===== src/rtl/tla_pkg.sv =====
// Package with shared types, constants and the life rule for the toroidal life automaton.
`default_nettype none

package tla_pkg;

    localparam int ACTION_W  = 2;
    localparam int COL_W     = 4;
    localparam int ROW_W     = 4;
    localparam int GEN_W     = 32;
    localparam int S_TDATA_W = 16;
    localparam int M_TDATA_W = 40;

    localparam logic [3:0] BIRTH_COUNT   = 4'd3;
    localparam logic [3:0] SURVIVE_COUNT = 4'd2;

    typedef enum logic [ACTION_W-1:0] {
        ACT_WRITE = 2'd0,
        ACT_READ  = 2'd1,
        ACT_STEP  = 2'd2
    } t_action;

    // Control handed from the top level to one row cell.
    typedef struct packed {
        logic             step;
        logic             wr;
        logic [COL_W-1:0] col;
        logic             val;
    } t_cell_ctl;

    // B3/S23: born with exactly three live neighbours, survives with two or three.
    function automatic logic life_rule(input logic alive, input logic [7:0] nb);
        logic [3:0] cnt;
        cnt = 4'd0;
        for (int k = 0; k < 8; k++) begin
            cnt = cnt + 4'(nb[k]);
        end
        return (cnt == BIRTH_COUNT) || ((cnt == SURVIVE_COUNT) && alive);
    endfunction

endpackage

`default_nettype wire


===== src/rtl/tla_row_cell.sv =====
// One row of the grid: holds its cells, applies cell writes and computes their next generation.
`default_nettype none

module tla_row_cell #(
    parameter int WIDTH = 16
) (
    input  wire logic                 i_clk,
    input  wire logic                 i_rst_n,
    input  wire logic [WIDTH-1:0]     i_up,
    input  wire logic [WIDTH-1:0]     i_dn,
    input  wire tla_pkg::t_cell_ctl   i_ctl,
    output logic      [WIDTH-1:0]     o_row
);

    localparam int CMP_W = 9;

    logic [WIDTH-1:0] r_row;
    logic [WIDTH-1:0] n_row;

    for (genvar c = 0; c < WIDTH; c++) begin : g_col
        localparam int CL = (c + WIDTH - 1) % WIDTH;
        localparam int CR = (c + 1) % WIDTH;
        logic [7:0] w_nb;
        logic       w_life;
        logic       w_hit;

        assign w_nb = {i_up[CL], i_up[c], i_up[CR], r_row[CL], r_row[CR],
                       i_dn[CL], i_dn[c], i_dn[CR]};
        assign w_life = tla_pkg::life_rule(r_row[c], w_nb);
        assign w_hit  = i_ctl.wr && (CMP_W'(i_ctl.col) == CMP_W'(c));

        always_comb begin
            if (i_ctl.step) begin
                n_row[c] = w_life;
            end else if (w_hit) begin
                n_row[c] = i_ctl.val;
            end else begin
                n_row[c] = r_row[c];
            end
        end
    end

    always_ff @(posedge i_clk) begin
        if (!i_rst_n) begin
            r_row <= '0;
        end else begin
            r_row <= n_row;
        end
    end

    assign o_row = r_row;

endmodule

`default_nettype wire


===== src/rtl/toroidal_life_automaton.sv =====
// Top level of the toroidal life automaton: item handshake, row cells and result register.
//
//  channel  dir  handshake                  tdata
//  s        in   i_s_tvalid / o_s_tready    action, col, row, cell_in
//  m        out  o_m_tvalid / i_m_tready    cell_out, generation_count
//
// Writes, reads and a whole generation step are handled alike,
// since every row cell updates its own row in parallel from its neighbours.
// The result appears in the output register on the cycle after acceptance.
// A new item is taken while the held result is being taken in the same cycle.
// Reset clears the grid and the generation count at once; no sweep is needed.
`default_nettype none

module toroidal_life_automaton #(
    parameter int WIDTH  = 16,
    parameter int HEIGHT = 16
) (
    input  wire logic                           i_clk,
    input  wire logic                           i_rst_n,
    input  wire logic                           i_s_tvalid,
    output logic                                o_s_tready,
    // [1:0] action, [5:2] col, [9:6] row, [10] cell_in, [15:11] zero
    input  wire logic [tla_pkg::S_TDATA_W-1:0]  i_s_tdata,
    output logic                                o_m_tvalid,
    input  wire logic                           i_m_tready,
    // [0] cell_out, [32:1] generation_count, [39:33] zero
    output logic      [tla_pkg::M_TDATA_W-1:0]  o_m_tdata
);

    localparam int CMP_W = 9;

    logic [tla_pkg::ACTION_W-1:0] w_action;
    logic [tla_pkg::COL_W-1:0]    w_col;
    logic [tla_pkg::ROW_W-1:0]    w_row;
    logic                         w_cell_in;
    logic                         w_accept;
    logic                         w_on_grid;
    logic                         w_is_write;
    logic                         w_is_step;
    logic                         w_rd_bit;
    logic                         w_result;

    logic [WIDTH-1:0] w_rows [HEIGHT];
    logic [HEIGHT-1:0] w_rd_hits;

    logic                      r_out_valid;
    logic                      r_cell_out;
    logic [tla_pkg::GEN_W-1:0] r_gen;
    logic [tla_pkg::GEN_W-1:0] n_gen;

    assign w_action  = i_s_tdata[1:0];
    assign w_col     = i_s_tdata[5:2];
    assign w_row     = i_s_tdata[9:6];
    assign w_cell_in = i_s_tdata[10];

    assign o_s_tready = !r_out_valid || i_m_tready;
    assign w_accept   = i_s_tvalid && o_s_tready;
    assign w_on_grid  = (CMP_W'(w_col) < CMP_W'(WIDTH)) && (CMP_W'(w_row) < CMP_W'(HEIGHT));

    always_comb begin
        w_is_write = 1'b0;
        w_is_step  = 1'b0;
        case (w_action)
            tla_pkg::ACT_WRITE: w_is_write = 1'b1;
            tla_pkg::ACT_STEP:  w_is_step  = 1'b1;
            default: begin
                w_is_write = 1'b0;
                w_is_step  = 1'b0;
            end
        endcase
    end

    for (genvar r = 0; r < HEIGHT; r++) begin : g_row
        localparam int UP = (r + HEIGHT - 1) % HEIGHT;
        localparam int DN = (r + 1) % HEIGHT;
        tla_pkg::t_cell_ctl w_ctl;
        logic               w_row_hit;
        logic [WIDTH-1:0]   w_col_hits;

        assign w_row_hit = (CMP_W'(w_row) == CMP_W'(r));
        assign w_ctl.step = w_accept && w_is_step;
        assign w_ctl.wr   = w_accept && w_is_write && w_on_grid && w_row_hit;
        assign w_ctl.col  = w_col;
        assign w_ctl.val  = w_cell_in;

        tla_row_cell #(
            .WIDTH (WIDTH)
        ) u_row (
            .i_clk   (i_clk),
            .i_rst_n (i_rst_n),
            .i_up    (w_rows[UP]),
            .i_dn    (w_rows[DN]),
            .i_ctl   (w_ctl),
            .o_row   (w_rows[r])
        );

        for (genvar c = 0; c < WIDTH; c++) begin : g_rd
            assign w_col_hits[c] = w_rows[r][c] && (CMP_W'(w_col) == CMP_W'(c));
        end
        assign w_rd_hits[r] = w_row_hit && (|w_col_hits);
    end

    assign w_rd_bit = |w_rd_hits;

    // A write answers with the value just written; off-grid addresses read as dead.
    always_comb begin
        n_gen = r_gen;
        if (w_is_step) begin
            n_gen    = r_gen + tla_pkg::GEN_W'(1);
            w_result = 1'b0;
        end else if (!w_on_grid) begin
            w_result = 1'b0;
        end else if (w_is_write) begin
            w_result = w_cell_in;
        end else begin
            w_result = w_rd_bit;
        end
    end

    always_ff @(posedge i_clk) begin
        if (!i_rst_n) begin
            r_out_valid <= 1'b0;
            r_gen       <= '0;
        end else begin
            if (w_accept) begin
                r_out_valid <= 1'b1;
                r_gen       <= n_gen;
            end else if (i_m_tready) begin
                r_out_valid <= 1'b0;
            end
        end
    end

    always_ff @(posedge i_clk) begin
        if (w_accept) begin
            r_cell_out <= w_result;
        end
    end

    assign o_m_tvalid = r_out_valid;
    assign o_m_tdata  = {7'd0, r_gen, r_cell_out};

`ifndef ASSERT_OFF
    a_step_counts: assert property (@(posedge i_clk) disable iff (!i_rst_n)
        (w_accept && w_is_step) |=> (r_gen == $past(r_gen) + tla_pkg::GEN_W'(1)))
        else $error("generation count did not advance on a step item");

    a_no_step_holds: assert property (@(posedge i_clk) disable iff (!i_rst_n)
        (w_accept && !w_is_step) |=> $stable(r_gen))
        else $error("generation count changed without a step item");

    a_step_dead: assert property (@(posedge i_clk) disable iff (!i_rst_n)
        (w_accept && w_is_step) |=> (r_cell_out == 1'b0))
        else $error("step item answered with a live cell");

    a_write_echo: assert property (@(posedge i_clk) disable iff (!i_rst_n)
        (w_accept && w_is_write && w_on_grid) |=> (r_cell_out == $past(w_cell_in)))
        else $error("write item did not answer with the written value");

    a_accept_valid: assert property (@(posedge i_clk) disable iff (!i_rst_n)
        w_accept |=> r_out_valid)
        else $error("accepted item produced no result");
`endif

endmodule

`default_nettype wire


===== config.mk =====
export PLATFORM = sky130hd
export DESIGN_NAME = toroidal_life_automaton
export DESIGN_NICKNAME = d
export VERILOG_FILES = /design/src/rtl/tla_pkg.sv /design/src/rtl/tla_row_cell.sv /design/src/rtl/toroidal_life_automaton.sv
export SDC_FILE = /design/constraint.sdc
export NUM_CORES = 2
export LEC_CHECK = 0
export ABC_AREA = 1
export BUFFER_PORTS_ARGS = -buffer_cell sky130_fd_sc_hd__buf_4
export CORE_MARGIN = 2
export CORE_UTILIZATION = 33
export CTS_CLUSTER_SIZE = 10
export DETAILED_ROUTE_END_ITERATION = 8
export SYNTH_ARGS = -nofsm -noshare
export SYNTH_HDL_FRONTEND = slang
export SYNTH_SLANG_ARGS = --single-unit

===== constraint.sdc =====
create_clock -name i_clk -period 3.8 [get_ports i_clk]
set_clock_uncertainty 0.1 [all_clocks]
set_input_delay 0.38 -clock i_clk [delete_from_list [all_inputs] [get_ports i_clk]]
set_output_delay 0.38 -clock i_clk [all_outputs]
set_load 0.05 [all_outputs]

; Yosys cells after proc, flatten, opt, wreduce, memory -nomap -nowiden
; Cells that the tools add are included.
[classes]
n_addsub = 1793
n_eq_ne = 543
muxes = 517
n_reduce_logical = 1339
[ops]
columns = operator, n
row1 = 4-bit by 1-bit adder with 4-bit output, 1536
row2 = "4-bit by 2-bit equality test with 1-bit output, second input constant", 516
row3 = 1-bit logical AND, 803
row4 = 1-bit 2-to-1 mux, 517
row5 = 2-bit nonzero test, 257
row6 = 1-bit by 1-bit adder with 2-bit output, 256
row7 = 16-bit OR reduction, 17
row8 = 1-bit logical OR, 257
row9 = "4-bit equality test, second input constant", 16
row10 = "32-bit by 1-bit adder with 32-bit output, second input constant", 1
row11 = "4-bit by 3-bit equality test with 1-bit output, second input constant", 8
row12 = "4-bit by 1-bit equality test with 1-bit output, second input constant", 2
row13 = 4-bit zero test, 2
row14 = "2-bit equality test, second input constant", 1
row15 = 2-bit zero test, 1
row16 = 2-bit AND reduction, 1
row17 = 1-bit zero test, 1
[word_totals]
register_bits = 290
in_bits = 20
output_inout_bits = 42
wordCells = 4451

; Longest topological paths before layout
[logic_depth]
word_depth = 11
depth_mapped = 16
ltp_nobuf = 15

; By module
; Synthesis repeated with hierarchy kept, for this count alone.
[hier_totals]
cells_unflattened = 9385
hier_area_um2 = 66044.6
[by_module_without_submodules]
columns = mod, n_inst, cells_per_inst, area_each_um2, seq_area_each_um2
row1 = tla_row_cell at g_row[15].u_row ..., 9, 532, 3881.2, 320.3
row2 = tla_row_cell at g_row[0].u_row ..., 6, 532, 3851.2, 320.3
row3 = toroidal_life_automaton, 1, 873, 4160.2, 690.7
row4 = tla_row_cell at g_row[9].u_row, 1, 532, 3846.2, 320.3

; Worst setup path before layout
; OpenSTA, ideal clock, no wires.
[synth_path]
path_kind = reg-to-reg
from = register g_row[11].u_row.r_row[1]
to = register g_row[10].u_row.r_row[0]
setup_ps = 70
t_arrival_ps = 3137
t_required_ps = 3630
path_slack_ps = 494
path_stages_with_launch = 14
period_less_slack_ps = 3306
path_cell_list = dfxtp_1 > ha_1 > inv_1 > fa_1 > fa_1 > inv_1 > fa_1 > inv_1 > fa_1 > nor2_1 > o211ai_1 > o21ai_0 > o21ai_0 > a21oi_1
[synth_via]
elab_chain_cells = 11
word_cells_on_any_way = 12
cone_classes = add/sub: 7 / eq/ne: 2 / mux: 1 / reduce/logical: 2
[synth_rtl]
columns = item, line
row1 = from (decl), tla_row_cell.sv:17  ; logic [WIDTH-1:0] r_row;
row2 = from (signal assigned), tla_row_cell.sv:47  ; r_row <= n_row;
row3 = 1-bit by 1-bit adder with 2-bit output (*), tla_pkg.sv:35  ; cnt = cnt + 4'(nb[k]);
row4 = 4-bit by 1-bit adder with 4-bit output (*) (6 in series), tla_pkg.sv:35
row5 = 4-bit by 2-bit equality test with 1-bit output, tla_pkg.sv:37  ; return (cnt == BIRTH_COUNT) || ((cnt == SURVIVE_COUNT) && alive);
row6 = 1-bit logical AND, tla_pkg.sv:37
row7 = 1-bit logical OR (*), tla_pkg.sv:37
row8 = 1-bit 2-to-1 mux (*), tla_row_cell.sv:33  ; if (i_ctl.step) begin
row9 = to (signal assigned), tla_row_cell.sv:47
row10 = to (decl), tla_row_cell.sv:17
; Mark *: on every way between the ends. The rest lies on a longest branch, timed or not.
; A chain may end at the register's enable or synchronous reset.

; Final worst setup path
[layout_path]
from = register g_row[7].u_row.r_row[1]
to = register g_row[6].u_row.r_row[0]
[layout_via]
elab_chain_cells = 11
word_cells_on_any_way = 12
cone_classes = add/sub: 7 / eq/ne: 2 / mux: 1 / reduce/logical: 2
[layout_rtl]
columns = item, line
row1 = from (decl), tla_row_cell.sv:17
row2 = from (signal assigned), tla_row_cell.sv:47
row3 = 1-bit by 1-bit adder with 2-bit output (*), tla_pkg.sv:35
row4 = 4-bit by 1-bit adder with 4-bit output (*) (6 in series), tla_pkg.sv:35
row5 = 4-bit by 2-bit equality test with 1-bit output, tla_pkg.sv:37
row6 = 1-bit logical AND, tla_pkg.sv:37
row7 = 1-bit logical OR (*), tla_pkg.sv:37
row8 = 1-bit 2-to-1 mux (*), tla_row_cell.sv:33
row9 = to (signal assigned), tla_row_cell.sv:47
row10 = to (decl), tla_row_cell.sv:17
; Marked as above.

==> metrics.yaml <==
status:
  outcome: "completed"
flow_run:
  max_cap_violations: 0
die:
  die-area_um2: 182400
  initial_utilization_pct: 33.14
  design.portCount: 62
  die_x_um: 427.1
  fp.dieH_um: 427.1
  core_area_um2: 178200
  rows: 155
timing:
  timing_worst_slew_pin_value_ns: 1.027
  hold_viol_final: 0
  report.final.setup_viol: 0
  setup_slack_ns: 0.1194
  achievable-frequency_mhz: 271.7
  slew_viol_final: 0
  final.period_utilization_pct: 96.86
  whs_ns: 0.1251
  relSlewSlack_pct: 31.51
  post-route-min-period_ns: 3.681
worst_setup_path:
  critPathBufInv: 3
  crit_slowest_cell: "sky130_fd_sc_hd__dfxtp_1"
  worst-path-stages: 13
  slowest_delay_ns: 0.65
  critPathKind: "flop to flop"
  worstRegToRegCells: 13
  cp_cell_sequence: "ha_1 -> inv_1 -> fa_1 -> fa_1 -> inv_1 -> fa_1 -> inv_1 -> fa_1 -> nor3_1 -> a22oi_1 -> o31ai_1 -> o21ai_0 -> a21oi_1"
  critical_path_peak_fanout: 6
  critPathRequiredTime_ns: 4.30
  crit_family: "adder cells"
  worst-endpoint-arrival_ns: 4.18
  setup.worst_path.end_class: "flop"
  cp-start-kind: "flop"
  most_used_cell_along_the_critical_path: "sky130_fd_sc_hd__fa_1"
synth:
  yosys.area_share.xor_xnor_pct: 0.1038
  post_synth_instance_area_um2: 59060
  synthDominantCellAreaShare_pct: 34.71
  synth_cell_type_count: 36
  synth_edf_count: 1
  syn-instance-count: 7195
  largest_family_of_logic_cells_by_synthesized_area: "adder cells"
  synthesis.area_per_instance_um2: 8.209
  synthSimpleGateAreaFrac_pct: 7.733
  yosys.cell_count.top_type: "sky130_fd_sc_hd__inv_1"
  synth.area.top_cells: "sky130_fd_sc_hd__fa_1 (35%), sky130_fd_sc_hd__ha_1 (16%), sky130_fd_sc_hd__inv_1 (13%), sky130_fd_sc_hd__dfxtp_1 (9.8%), sky130_fd_sc_hd__o21ai_0 (4.6%)"
  synth_compound_area_share_pct: 16.60
  yosys_warnings: 0
  post-synth-top-area-cell: "sky130_fd_sc_hd__fa_1"
  synth_sequential_area_ratio_pct: 9.847
  yosys_register_bits: 290
  ys.flop_type: "sky130_fd_sc_hd__dfxtp_1"
  ys_async_sr_fraction_pct: 0
  post_synth_fa_ha_maj_area_fraction_pct: 51.00
  yosys-top-cells-count: "sky130_fd_sc_hd__inv_1 (2,090), sky130_fd_sc_hd__fa_1 (1,024), sky130_fd_sc_hd__ha_1 (769), sky130_fd_sc_hd__nand2_1 (622), sky130_fd_sc_hd__o21ai_0 (548)"
  synth.mux.area_fraction_pct: 0
route:
  drtIter0Drc: 3452
  detailed_route_wirelength_on_metal3_um: 13110
  m1WireLength_um: 83160
  top_layer_used: "met5"
  route.detailed.drc: 0
  drt_wl_total_um: 198800
  firstDrtPassIters: 5
  routed_wire_length_per_instance_um: 19.89
  met2_layer_wire_length_in_the_routed_design_um: 92670
  via_per_inst: 5.132
  vias: 51290
  final_antenna_net_count: 0
placement:
  numPlacedInstances: 9877
  place_area_um2: 65410
  placement_stage_worst_setup_slack_ns: 0.1632
  gpl.final_weighted_congestion: 0.8987
  numPortBuffers: 49
  place.detailed.hpwl_um: 155600
finish:
  share_of_layout_cells_above_drive_strength_1_pct: 8.889
  final-instance-count-excl-fill: 9994
  num_antenna_cells: 0
  register_area_um2: 5847
  flow.area_growth_from_synthesis_pct: 13.99
  fillers: 17891
  final_net_count: 9416
  multi_input_area_um2: 44700
  postLayoutCellArea_um2: 67330
global_routing:
  grt_pass1_wl_um: 307800
  grt_pass1_vias: 52473
  initial_antenna_violation_count: 2
  grt_max_degree: 187
  grtUsageTotal_pct: 21.99
  grt_overflow_total: 0
clock_network:
  cts_tree: "built"
  clockRootBuffer: "sky130_fd_sc_hd__clkbuf_16"
  cts_sinks: 290
  cts-root-to-sink-buffers: 3
  path_clk_slew_ns: 0.06
  clock_insertion_delay_worst_skew_ns: 0.67
  h-tree-depth: 2
  numCtsBuffers: 46
power:
  vdd_ir_drop_max_mv: 0.3161
  design_power_w: 0.01457
  total_leakage_power_nw: 31.97
  power-per-cell-area_nw_per_um2: 216.4
worst_hold_path:
  hold_path_class: "input port to flop"
  worst_hold_path_stage_count: 3
sequential cells by signal, indices dropped and copies added, names as in the netlist:
| signal | count |
|---|---|
| g_row.u_row.o_row | 256 |
| o_m_tvalid | 1 |
| r_cell_out | 1 |
| r_gen | 32 |
metrics by stage:
step	utilization (%)	setup TNS, ns
floorplan	-	0
global placement	36.70	0
detailed placement	36.70	0
CTS	37.62	0
global route	37.78	-0.01931
finish	37.78	0
area by class of cell:
cell class / count / share of cell area [%]
inverters: 2090 / 11.71
well taps: 2355 / 4.377
clock buffers: 74 / 2.135
flip-flops and latches: 290 / 8.684
repair buffers: 545 / 6.478
clock inverters: 10 / 0.2230
multi-input cells: 4630 / 66.39
power breakdown:
group	internal, W	switching, W
registers	0.00319	0.000351
logic	0.00241	0.00384
clock network	0.00278	0.00200
cell usage in the layout (no fill, tap or decap), drive strengths merged, types with 121 or more instances in the layout:
cell      n
a21oi   533
a22oi   121
buf     540
dfxtp   289
fa     1024
ha      769
inv    2079
nand2   624
nor2    264
nor3    130
o21ai   653
o31ai   234
metal layers:
metal	track usage, %	up-vias
met5	0	-
met4	9.454	6
met3	3.006	448
met2	36.42	1758
met1	28.64	25568
li1	-	23510
worst paths after layout:
check        slack, ns                    start                       to
max               0.12  g_row[7].u_row.o_row[1]  g_row[6].u_row.o_row[0]
min               0.13                  i_rst_n                r_gen[31]
max reg2reg       0.12  g_row[7].u_row.o_row[1]  g_row[6].u_row.o_row[0]
min reg2reg       0.39                r_gen[21]                r_gen[21]
timing repair:
| action | 4_1_cts | 5_1_grt |
|---|---|---|
| setup buffers | 0 | 28 |
| hold endpoints to repair | 3 | 0 |
| resized for setup | 0 | 36 |
| hold buffers | 5 | 0 |
| endpoints found under the setup margin | 0 | 31 |
tightest hold or removal path: cells and delay by family:
family / cells / cell delay, ns
buffers and inverters: 1 / 0.27
AND/OR/NAND/NOR: 2 / 0.18
cells by family after synthesis:
kind of cell             after synthesis
AO/OA/AOI/OAI                       1701
XOR/XNOR                               7
adder cells (fa/ha/maj)             1793
buffers and inverters               2281
flip-flops                           290
other                                  1
AND/OR/NAND/NOR                     1122
Power figures use the tool's default switching activity.
